--- config.mk ---
export PLATFORM = sky130hd
export DESIGN_NAME = flo_cell
export DESIGN_NICKNAME = d
export VERILOG_FILES = /design/src/rtl/flo_pkg.sv /design/src/rtl/flo_cell.sv
export SDC_FILE = /design/constraint.sdc
export NUM_CORES = 1
export LEC_CHECK = 0
export BUFFER_PORTS_ARGS = -buffer_cell sky130_fd_sc_hd__buf_2
export CORE_AREA = 2 2 227 229
export DETAILED_ROUTE_END_ITERATION = 10
export DIE_AREA = 0 0 229 231
export HOLD_SLACK_MARGIN = 0.1
export PLACE_DENSITY = 0.42
export RECOVER_POWER = 50
export SLEW_MARGIN = 5
export SYNTH_ARGS = -nofsm -noshare
export SYNTH_HDL_FRONTEND = slang
export SYNTH_SLANG_ARGS = --single-unit
export TNS_END_PERCENT = 30
--- constraint.sdc ---
create_clock -name aclk -period 12.65 [get_ports aclk]
set_input_delay 2.53 -clock aclk [delete_from_list [all_inputs] [get_ports aclk]]
set_output_delay 2.53 -clock aclk [all_outputs]
set_load 0.005 [all_outputs]
--- src/rtl/flo_pkg.sv ---
package flo_pkg;

    localparam int CAPACITY = 32;
    localparam int IDX_W    = $clog2(CAPACITY);
    localparam int CNT_W    = $clog2(CAPACITY + 1);

    localparam logic [31:0] CNT_MAX = 32'hFFFF_FFFF;

    localparam logic [1:0] CMD_APPEND = 2'd0;
    localparam logic [1:0] CMD_ACCESS = 2'd1;
    localparam logic [1:0] CMD_DUMP   = 2'd2;

    localparam logic [1:0] ST_OK        = 2'd0;
    localparam logic [1:0] ST_FULL      = 2'd1;
    localparam logic [1:0] ST_NOT_FOUND = 2'd2;
    localparam logic [1:0] ST_EMPTY     = 2'd3;

    typedef struct packed {
        logic [1:0]         cmd;
        logic signed [31:0] item_value;
    } req_t;

    typedef struct packed {
        logic signed [31:0] out_value;
        logic [31:0]        out_count;
        logic [1:0]         status;
        logic               last;
    } rsp_t;

    typedef struct packed {
        logic signed [31:0] value;
        logic [31:0]        count;
        logic [31:0]        first;
        logic               accessed;
    } entry_t;

    // shared by every cell of the row
    typedef struct packed {
        entry_t             load_entry;
        logic signed [31:0] key;
        logic [31:0]        rank_count;
        logic [31:0]        rank_first;
    } bcast_t;

    typedef struct packed {
        logic match;
        logic yields;
    } cell_flags_t;

    typedef enum logic [2:0] {
        OP_HOLD,
        OP_LOAD,
        OP_LEFT,
        OP_RIGHT,
        OP_HEAD
    } cell_op_t;

endpackage

--- src/rtl/flo_cell.sv ---
module flo_cell import flo_pkg::*; (
    input  logic        aclk,
    input  logic        aresetn,
    input  cell_op_t    op,
    input  bcast_t      bcast,
    input  entry_t      left_entry,
    input  entry_t      right_entry,
    input  entry_t      head_entry,
    output entry_t      entry,
    output cell_flags_t flags
);

    entry_t entry_reg;
    entry_t entry_next;

    always_comb begin
        case (op)
            OP_LOAD:  entry_next = bcast.load_entry;
            OP_LEFT:  entry_next = left_entry;
            OP_RIGHT: entry_next = right_entry;
            OP_HEAD:  entry_next = head_entry;
            default:  entry_next = entry_reg;
        endcase
    end

    always_ff @(posedge aclk) begin
        if (!aresetn) begin
            entry_reg.accessed <= 1'b0;
        end else begin
            entry_reg.accessed <= entry_next.accessed;
        end
        entry_reg.value <= entry_next.value;
        entry_reg.count <= entry_next.count;
        entry_reg.first <= entry_next.first;
    end

    // key match, and whether the entry goes behind the moving one
    always_comb begin
        flags.match  = (entry_reg.value == bcast.key);
        flags.yields = (entry_reg.count < bcast.rank_count)
                    || ((entry_reg.count == bcast.rank_count)
                        && (!entry_reg.accessed || (entry_reg.first > bcast.rank_first)));
    end

    assign entry = entry_reg;

endmodule

**Word level (Yosys, flattened, before mapping)**

Cells that the tools add are included.

- Mux-type cells: 1
- Order comparisons: 2
- Eq/ne operators: 6
- Reductions and logical operators: 5

Operators by type and width:

| operator | count |
|---|---|
| $pmux W97 S4 | 1 |
| $eq A32 B32 Y1 | 2 |
| $gt A32 B32 Y1 | 1 |
| $lt A32 B32 Y1 | 1 |
| $eq A3 B2 Y1 const B | 2 |
| $reduce_bool A4 Y1 | 1 |
| $eq A3 B1 Y1 const B | 1 |
| $eq A3 B3 Y1 const B | 1 |
| $logic_or A1 B1 Y1 | 2 |
| $logic_and A1 B1 Y1 | 1 |
| $logic_not A1 Y1 | 1 |

- Output and inout bits: 99
- Input port bits: 489
- Logic and storage cells: 18
- Bits in registers: 97

**Longest topological paths before layout**

Gate-level depths: netlist of run 1.

- Depth after elaboration: 4
- Depth in mapped cells: 8
- Depth with buffers taken out: 8

**Least setup slack after synthesis of run 1**

No wires, ideal clock.

- Path type: in2reg
- From: input port op[0]
- To: register entry_reg (netlist bit entry[10]) (enable)
- Path slack: 4.247 ns
- Arrival: 7.806 ns
- Setup time: 0.598 ns
- Stages: 3
- Data required time: 12.052 ns
- Buffers on the path: 1
- Cell sequence: clkbuf_1 > nor2_1 > xnor2_1

- Cells in the longest elaborated chain, start to end: 2
- Elaborated cells between the ends (all ways): 5
- Classes of those cells: eq/ne: 4; reduce/logical: 1

RTL lines:

| element | RTL line | source |
|---|---|---|
| from (decl) | flo_cell.sv:4 | `input cell_op_t op,` |
| $eq A3 B3 Y1 (tied with other cells) | flo_cell.sv:17 | `case (op)` |
| $reduce_bool A4 Y1 (no line) (*) | n/a |  |
| to (decl) | flo_cell.sv:13 | `entry_t entry_reg;` |

Every way passes the cells marked *; elsewhere a longest branch is shown, timed or not.
A chain may end at the register's enable or synchronous reset.

==> reports/qor.csv, run 1 <==
metric,value,unit
synth_edf_count,96,
wl_per_cell,19.52,um
post_cts_buffers,0,
crit_chain,buf_4 > clkbuf_1 > nand2b_4 > nand2_1 > o21ai_0 > a21oi_1,
dp_hpwl,33420,um
drt-total-wl,42040,um
yosysUniqueCellTypes,37,
syn_nets,1485,
synth_area_leaders,"edfxtp_1 (37%), o22ai_1 (15%), ha_1 (10%)",
whs,0.7143,ns
p_total,1150,uW
yosysWarnings,0,
slowest_stage,nand2_1,
sequentialPowerShare,40.1,%
total_switching_power,406.7,uW
row_count,83,
violations,"max-capacitance violations, max-slew violations",
drive_gt1_share,36.32,%
max_freq,117.0,MHz
clock_path_buffers,2,
critPathKind,in -> reg,
cts-htree-levels,3,
arrival,8.73,ns
gp_congestion,0.9049,
area_growth,48.44,%
maxCapViolCount,2,
yosys.area.top_type,edfxtp_1,
cts_root_buf,clkbuf_16,
synth_top_cell_area_share,37.03,%
p_int,742.8,uW
cts_sinks,97,
largest_register_ffs,97,
die_h,231,um
synth_seq_area_share,37.29,%
track_usage,15.26,%
ios,588,
dr.pass1.iters,5,
synth.most_common_cell,o22ai_1,
synth_top_flop_cell,edfxtp_1,
synth_commonest_cells,"o22ai_1 (183), a21oi_1 (118), nand2_1 (113)",
slew_headroom,-130.6,%
ctsResizeCount,0,
hold_class,reg -> reg,
outcome,"complete, but fails checks",
cp-end-kind,flip-flop,
top_layer,met4,
route.met3.wl,2825,um
wl_met2,20650,um
start_util,15.36,%
fin_skew,0,ns
pwr-share-clk,25.6,%
synth_cells,932,
critPathBufInv,2,
postCtsHoldBufs,0,
ant_nets,0,
finalHoldViolCount,0,
initialDrtViolationCount,502,
slowest_delay,2.59,ns
core_area,50680,um2
peakVddDrop,60.72,uV
path_max_fanout,91,
async_flop_share,0,%
numPortBuffers,587,
power_density,99.47,nW/um2
combPwrFrac,34.3,%
setup_tns,0,ns
grt_pass1_wl,60140,um
slew_violations,140,
finalSetupViolCount,0,
clk_pin_slew,0.08,ns
grt_pass1_vias,9718,
die_x,229,um
swShare,35.38,%
cts_tree,done,
worst-slew-pin-transition,3.450,ns
dieArea,52900,um2
routed_via_density,4.447,
antenna_found_initial,1,
start_kind,input port,
ys_seq_elements,97,
power_leakage,0.005100,uW
required,12.84,ns
critPathTopFamily,simple AND/OR/NAND/NOR gates,
drt-met1-wl,17240,um
nets,2021,
numCtsBuffers,9,
drcViolationCount,0,
clock_latency,0.38,ns
fin_crit,8.548,ns
synth_area,7785,um2
rsz0062_at_grt,no,
grt_max_degree,94,
avgSynthCellArea,8.353,um2
overflow,0,
dr_total_vias,9578,
period_share,67.57,%
-- cell families (layout without fill, tap and decap cells) --
group | after synthesis | in the layout | share of synthesized area (%)
AO/OA/AOI/OAI | 430 | 430 | 31.98
AND/OR/NAND/NOR | 167 | 167 | 9.483
buffers and inverters | 140 | 681 | 7.104
flip-flops | 97 | 97 | 37.29
adder cells (fa/ha/maj) | 64 | 64 | 10.29
XOR/XNOR | 33 | 33 | 3.713
multiplexers | 1 | 1 | 0.1446
other | 0 | 1 | 0
-- stage by stage --
step	cell area (um2)	setup slack, ns	cells	utilization (%)
after global routing	11560	3.452	2154	22.80
final	11560	4.102	2154	22.80
after detailed placement	11390	5.450	2137	22.47
after global placement	11390	5.334	2137	22.47
after CTS	11680	5.446	2153	23.04
after floorplan	7785	4.247	932	-
-- layout make-up --
cell class,count,area [um2]
Clock inverter,5,56.30
Sequential cell,97,2903
Tap cell,680,850.8
Timing Repair Buffer,597,2909
Inverter,68,257.7
Multi-Input combinational cell,695,4344
Antenna cell,1,2.502
Fill cell,5835,39120
Clock buffer,11,232.7
-- layer usage --
layer | up-vias | GRT usage [%]
met2 | 466 | 26.63
met4 | 0 | 6.554
met3 | 53 | 2.903
met1 | 4401 | 18.26
met5 | - | 0
li1 | 4658 | -
-- cells in the final DEF (no fill, tap or decap), types with 2 or more instances in the layout --
master | netlist | final
a21oi_1 | 118 | 118
nor3_1 | 2 | 2
clkbuf_1 | 43 | 85
nor2_1 | 9 | 9
xor2_1 | 32 | 32
nand2_1 | 113 | 112
a21o_1 | 3 | 3
clkinvlp_4 | 0 | 3
nand3_1 | 7 | 7
clkbuf_16 | 0 | 9
a221oi_1 | 11 | 11
a221o_1 | 2 | 2
o22ai_1 | 183 | 183
o21ai_0 | 48 | 79
nand4_1 | 15 | 15
buf_2 | 22 | 504
edfxtp_1 | 96 | 96
inv_1 | 66 | 66
and3_1 | 2 | 2
ha_1 | 64 | 64
o21ai_1 | 57 | 26
a211o_1 | 3 | 3
nor4_1 | 11 | 11
nor2b_1 | 2 | 2
buf_4 | 0 | 10
-- path summary, 6_finish.rpt --
check	startpoint	endpoint	slack (ns)	cells past startpoint
max	op[1]	entry[58]$_DFFE_PP_	4.10	6
min	entry[0]$_SDFFE_PN0P_	entry[0]$_SDFFE_PN0P_	0.71	2
max reg2reg	entry[0]$_SDFFE_PN0P_	entry[0]$_SDFFE_PN0P_	11.78	2
min reg2reg	entry[0]$_SDFFE_PN0P_	entry[0]$_SDFFE_PN0P_	0.71	2
-- tightest hold or removal path: stages (launching register included) --
cell and delay (ns):
dfxtp_1 0.42, o211ai_1 0.21, a21oi_1 0.04
-- power by group through the flow --
| stage | registers, uW | logic [uW] | clock network (uW) |
|---|---|---|---|
| 6_report | 461 | 394 | 294 |
| 5_1_grt | 467 | 442 | 322 |
| 4_1_cts | 461 | 415 | 317 |
| 3_5_place_dp | 467 | 412 | 0 |
| 3_3_place_gp | 468 | 411 | 0 |
| 2_1_floorplan | 464 | 186 | 0 |
No activity file was read; power rests on OpenSTA's default activity.
==> run 2: changes to the inputs <==
CORE_AREA = 2 2 231 233   (was 2 2 227 229)
DIE_AREA = 0 0 233 235   (was 0 0 229 231)
PLACE_DENSITY = 0.41   (was 0.42)
clock period = 8.7 ns   (was 12.65 ns; I/O delays follow)
==> reports/qor.csv, run 2 (same netlist as run 1, synthesis figures left out) <==
metric,value,unit
overflow,0,
cts-htree-levels,3,
maxCapViolCount,2,
gp_congestion,0.9212,
swShare,34.07,%
start_kind,input port,
p_int,1140,uW
worst-slew-pin-transition,2.912,ns
rsz0062_at_grt,no,
dieArea,54760,um2
die_h,235,um
outcome,"complete, but fails checks",
route.met3.wl,2794,um
violations,"max-capacitance violations, max-slew violations",
slew_violations,100,
arrival,6.10,ns
setup_tns,0,ns
drcViolationCount,0,
total_switching_power,589.5,uW
row_count,84,
peakVddDrop,93.93,uV
dp_hpwl,34430,um
ctsResizeCount,0,
combPwrFrac,33.3,%
power_density,148.6,nW/um2
cts_sinks,97,
top_layer,met5,
cp-end-kind,flip-flop,
power_leakage,0.005162,uW
numPortBuffers,587,
start_util,14.90,%
final_util,22.29,%
core_area,52240,um2
ios,588,
pwr-share-clk,27.5,%
post_cts_buffers,0,
clk_pin_slew,0.07,ns
grt_pass1_vias,9818,
sequentialPowerShare,39.2,%
numCtsBuffers,9,
routed_via_density,4.379,
path_max_fanout,51,
fin_skew,0,ns
die_x,233,um
drt-total-wl,42770,um
finalSetupViolCount,0,
dr.pass1.iters,5,
antenna_found_initial,2,
period_share,70.25,%
drive_gt1_share,36.84,%
ant_nets,0,
finalHoldViolCount,0,
area_growth,49.55,%
dr_total_vias,9472,
layout_commonest_cell,buf_2,
cts_tree,done,
drt-met1-wl,17260,um
clock_latency,0.38,ns
fin_crit,6.112,ns
grt_max_degree,92,
hold_class,reg -> reg,
initialDrtViolationCount,384,
required,8.68,ns
max_freq,163.6,MHz
wl_met2,21550,um
critPathKind,in -> reg,
postCtsHoldBufs,0,
cts_root_buf,clkbuf_16,
grt_pass1_wl,61120,um
wl_per_cell,19.77,um
largest_register_ffs,97,
track_usage,15.16,%
nets,2022,
layout.cells.most_common_list,"buf_2 (509), o22ai_1 (183), a21oi_1 (118)",
clock_path_buffers,2,
slew_headroom,-94.11,%
==> run 2: cell count changes in the layout (fill, tap and decap cells not counted), sizes merged <==
cell	change
clkinvlp	-3
clkbuf	-7
buf	+7
clkinv	+2
bufinv	+2
==> run 2: worst max-delay path, cell delays in order <==
cell and delay [ns]:
buf_4 0.52, nor2_1 0.15, xnor2_2 0.14, clkbuf_1 2.05, clkbuf_2 1.35
==> run 2: stage by stage <==
step | hold WS (ns) | total power, uW | setup WS (ns) | cells | area, um2
6_report | 0.6942 | 1730 | 2.588 | 2163 | 11640
5_1_grt | 0.7497 | 1851 | 2.142 | 2163 | 11640
4_1_cts | 0.7032 | 1786 | 2.851 | 2162 | 11740
3_5_place_dp | 0.6940 | 1285 | 2.852 | 2146 | 11410
3_3_place_gp | 0.6756 | 1284 | 2.795 | 2146 | 11410
2_1_floorplan | 0.5742 | 945.9 | 1.087 | 932 | 7785
==> run 2: path summary, 6_finish.rpt <==
| kind | startpoint | endpoint | slack, ns | depth (start not counted) |
|---|---|---|---|---|
| setup / recovery | op[1] | entry[6]$_DFFE_PP_ | 2.59 | 5 |
| hold / removal | entry[0]$_SDFFE_PN0P_ | entry[0]$_SDFFE_PN0P_ | 0.69 | 2 |
| setup reg to reg | entry[0]$_SDFFE_PN0P_ | entry[0]$_SDFFE_PN0P_ | 7.84 | 2 |
| hold reg to reg | entry[0]$_SDFFE_PN0P_ | entry[0]$_SDFFE_PN0P_ | 0.69 | 2 |
==> run 2: area by class of cell <==
class / instances / area, um2
timing repair buffer: 598 / 2924
antenna: 1 / 2.502
clock inverter: 6 / 106.4
tap: 688 / 860.8
inverter: 68 / 257.7
clock buffer: 10 / 229.0
multi-input combinational: 695 / 4359
fill: 5887 / 40590
sequential: 97 / 2903
==> run 2: power groups by stage <==
stage	sequential, uW	combinational [uW]	clock, uW
floorplan	675	271	0
global placement	683	600	0
detailed placement	684	601	0
CTS	675	604	506
global route	686	650	514
finish	678	576	476
==> run 2: metal layers <==
| layer | vias up | GRT usage, % |
|---|---|---|
| met3 | 52 | 2.998 |
| met1 | 4350 | 17.29 |
| met2 | 415 | 27.49 |
| met4 | 2 | 5.829 |
| li1 | 4653 | - |
| met5 | - | 0 |
==> run 3: changes to the inputs <==
CORE_AREA = 2 2 229 231   (was 2 2 231 233)
DIE_AREA = 0 0 231 233   (was 0 0 233 235)
PLACE_DENSITY = 0.43   (was 0.41)
clock period = 4.9 ns   (was 8.7 ns; I/O delays follow)
==> reports/qor.csv, run 3 (same netlist as run 1, synthesis figures left out) <==
metric,value,unit
grt_pass1_wl,59180,um
drcViolationCount,0,
outcome,"complete, but fails checks",
critPathBufInv,3,
numCtsBuffers,9,
routed_via_density,4.461,
clock_path_buffers,2,
core_area,51090,um2
overflow,0,
required,5.01,ns
ctsResizeCount,0,
die_h,233,um
path_max_fanout,115,
slowest_delay,1.34,ns
dp_hpwl,34100,um
crit_chain,clkbuf_1 > buf_4 > nand2b_1 > clkbuf_2 > o22ai_1 > nand2_1 > o21ai_0 > a21oi_1,
dr_total_vias,9626,
post_cts_buffers,0,
stdcell_area,11620,um2
period_share,89.50,%
slew_headroom,-67.88,%
gp_congestion,0.9450,
cts_tree,done,
cts-htree-levels,3,
antenna_found_initial,3,
placed_cell_area,11460,um2
critPathKind,in -> reg,
area_growth,49.23,%
grt_pass1_vias,9535,
postCtsHoldBufs,0,
rsz0062_at_grt,no,
track_usage,15.01,%
cts_sinks,97,
reg2regPathDepth,2,
ant_nets,0,
worst-slew-pin-transition,2.518,ns
clk_pin_slew,0.07,ns
violations,"max-capacitance violations, max-slew violations",
maxCapViolCount,1,
peakVddDrop,170.2,uV
rrSetupSlack,4.04,ns
layout.cells.most_common_list,"buf_2 (503), o22ai_1 (183), a21oi_1 (118)",
wl_per_cell,19.59,um
die_x,231,um
setup_tns,0,ns
power_leakage,0.005140,uW
grt_max_degree,116,
hold_class,reg -> reg,
cp-end-kind,flip-flop,
row_count,83,
drt-total-wl,42270,um
fin_crit,4.385,ns
layout_commonest_cell,buf_2,
slew_violations,116,
start_kind,input port,
dieArea,53820,um2
fin_skew,0,ns
power_density,256.3,nW/um2
initialDrtViolationCount,410,
drive_gt1_share,36.70,%
clock_latency,0.39,ns
dr.pass1.iters,5,
nets,2026,
ios,588,
critPathTopFamily,buffers and inverters,
arrival,4.49,ns
numPortBuffers,587,
finalSetupViolCount,0,
slowest_stage,clkbuf_2,
cp_num_cells,8,
holdPathStages,2,
start_util,15.24,%
largest_register_ffs,97,
finalHoldViolCount,0,
cts_root_buf,clkbuf_16,
max_freq,228.0,MHz
[run 3: path summary, 6_finish.rpt]
check,end,startpoint
worst max-delay path,entry[93]$_DFFE_PP_,op[1]
worst min-delay path,entry[0]$_SDFFE_PN0P_,entry[0]$_SDFFE_PN0P_
worst max register to register,entry[0]$_SDFFE_PN0P_,entry[0]$_SDFFE_PN0P_
worst min register to register,entry[0]$_SDFFE_PN0P_,entry[0]$_SDFFE_PN0P_
[run 3: where the power goes]
part	total, uW	internal (uW)	switching (uW)
Clock	756	391	365
Sequential	1210	1090	120
Combinational	1020	441	575
Total	2980	1920	1060
[run 3: layout make-up]
| cell class | instances | area [um2] |
|---|---|---|
| tap | 680 | 850.8 |
| clock inverter | 6 | 60.06 |
| sequential | 97 | 2903 |
| fill | 5774 | 39480 |
| timing repair buffer | 602 | 2957 |
| inverter | 68 | 256.5 |
| multi-input combinational | 695 | 4363 |
| antenna | 1 | 2.502 |
| clock buffer | 9 | 225.2 |
[run 3: tightest hold or removal path: cells and delay by family, from the launching register on]
kind	cells	cell delay (ns)
flops	1	0.41
compound gates	2	0.26
[run 3: per-stage QoR]
stage	setup slack (ns)	std cells	hold slack, ns	utilization, %	total power, uW
after global placement	0.4506	2142	0.6899	22.43	2279
after global routing	0.2417	2158	0.7579	22.74	3185
after floorplan	0.2887	932	0.5742	-	1674
after detailed placement	0.5771	2142	0.7007	22.43	2285
final	0.5147	2158	0.7068	22.74	2978
after CTS	0.5782	2157	0.7171	22.99	3081
[run 3: metal layers]
| layer | wire, um | GRT usage [%] | up-vias |
|---|---|---|---|
| li1 | - | - | 4673 |
| met1 | 16620 | 16.82 | 4408 |
| met2 | 20740 | 26.09 | 473 |
| met3 | 3432 | 4.338 | 68 |
| met4 | 1453 | 7.177 | 4 |
| met5 | 25 | 0 | - |
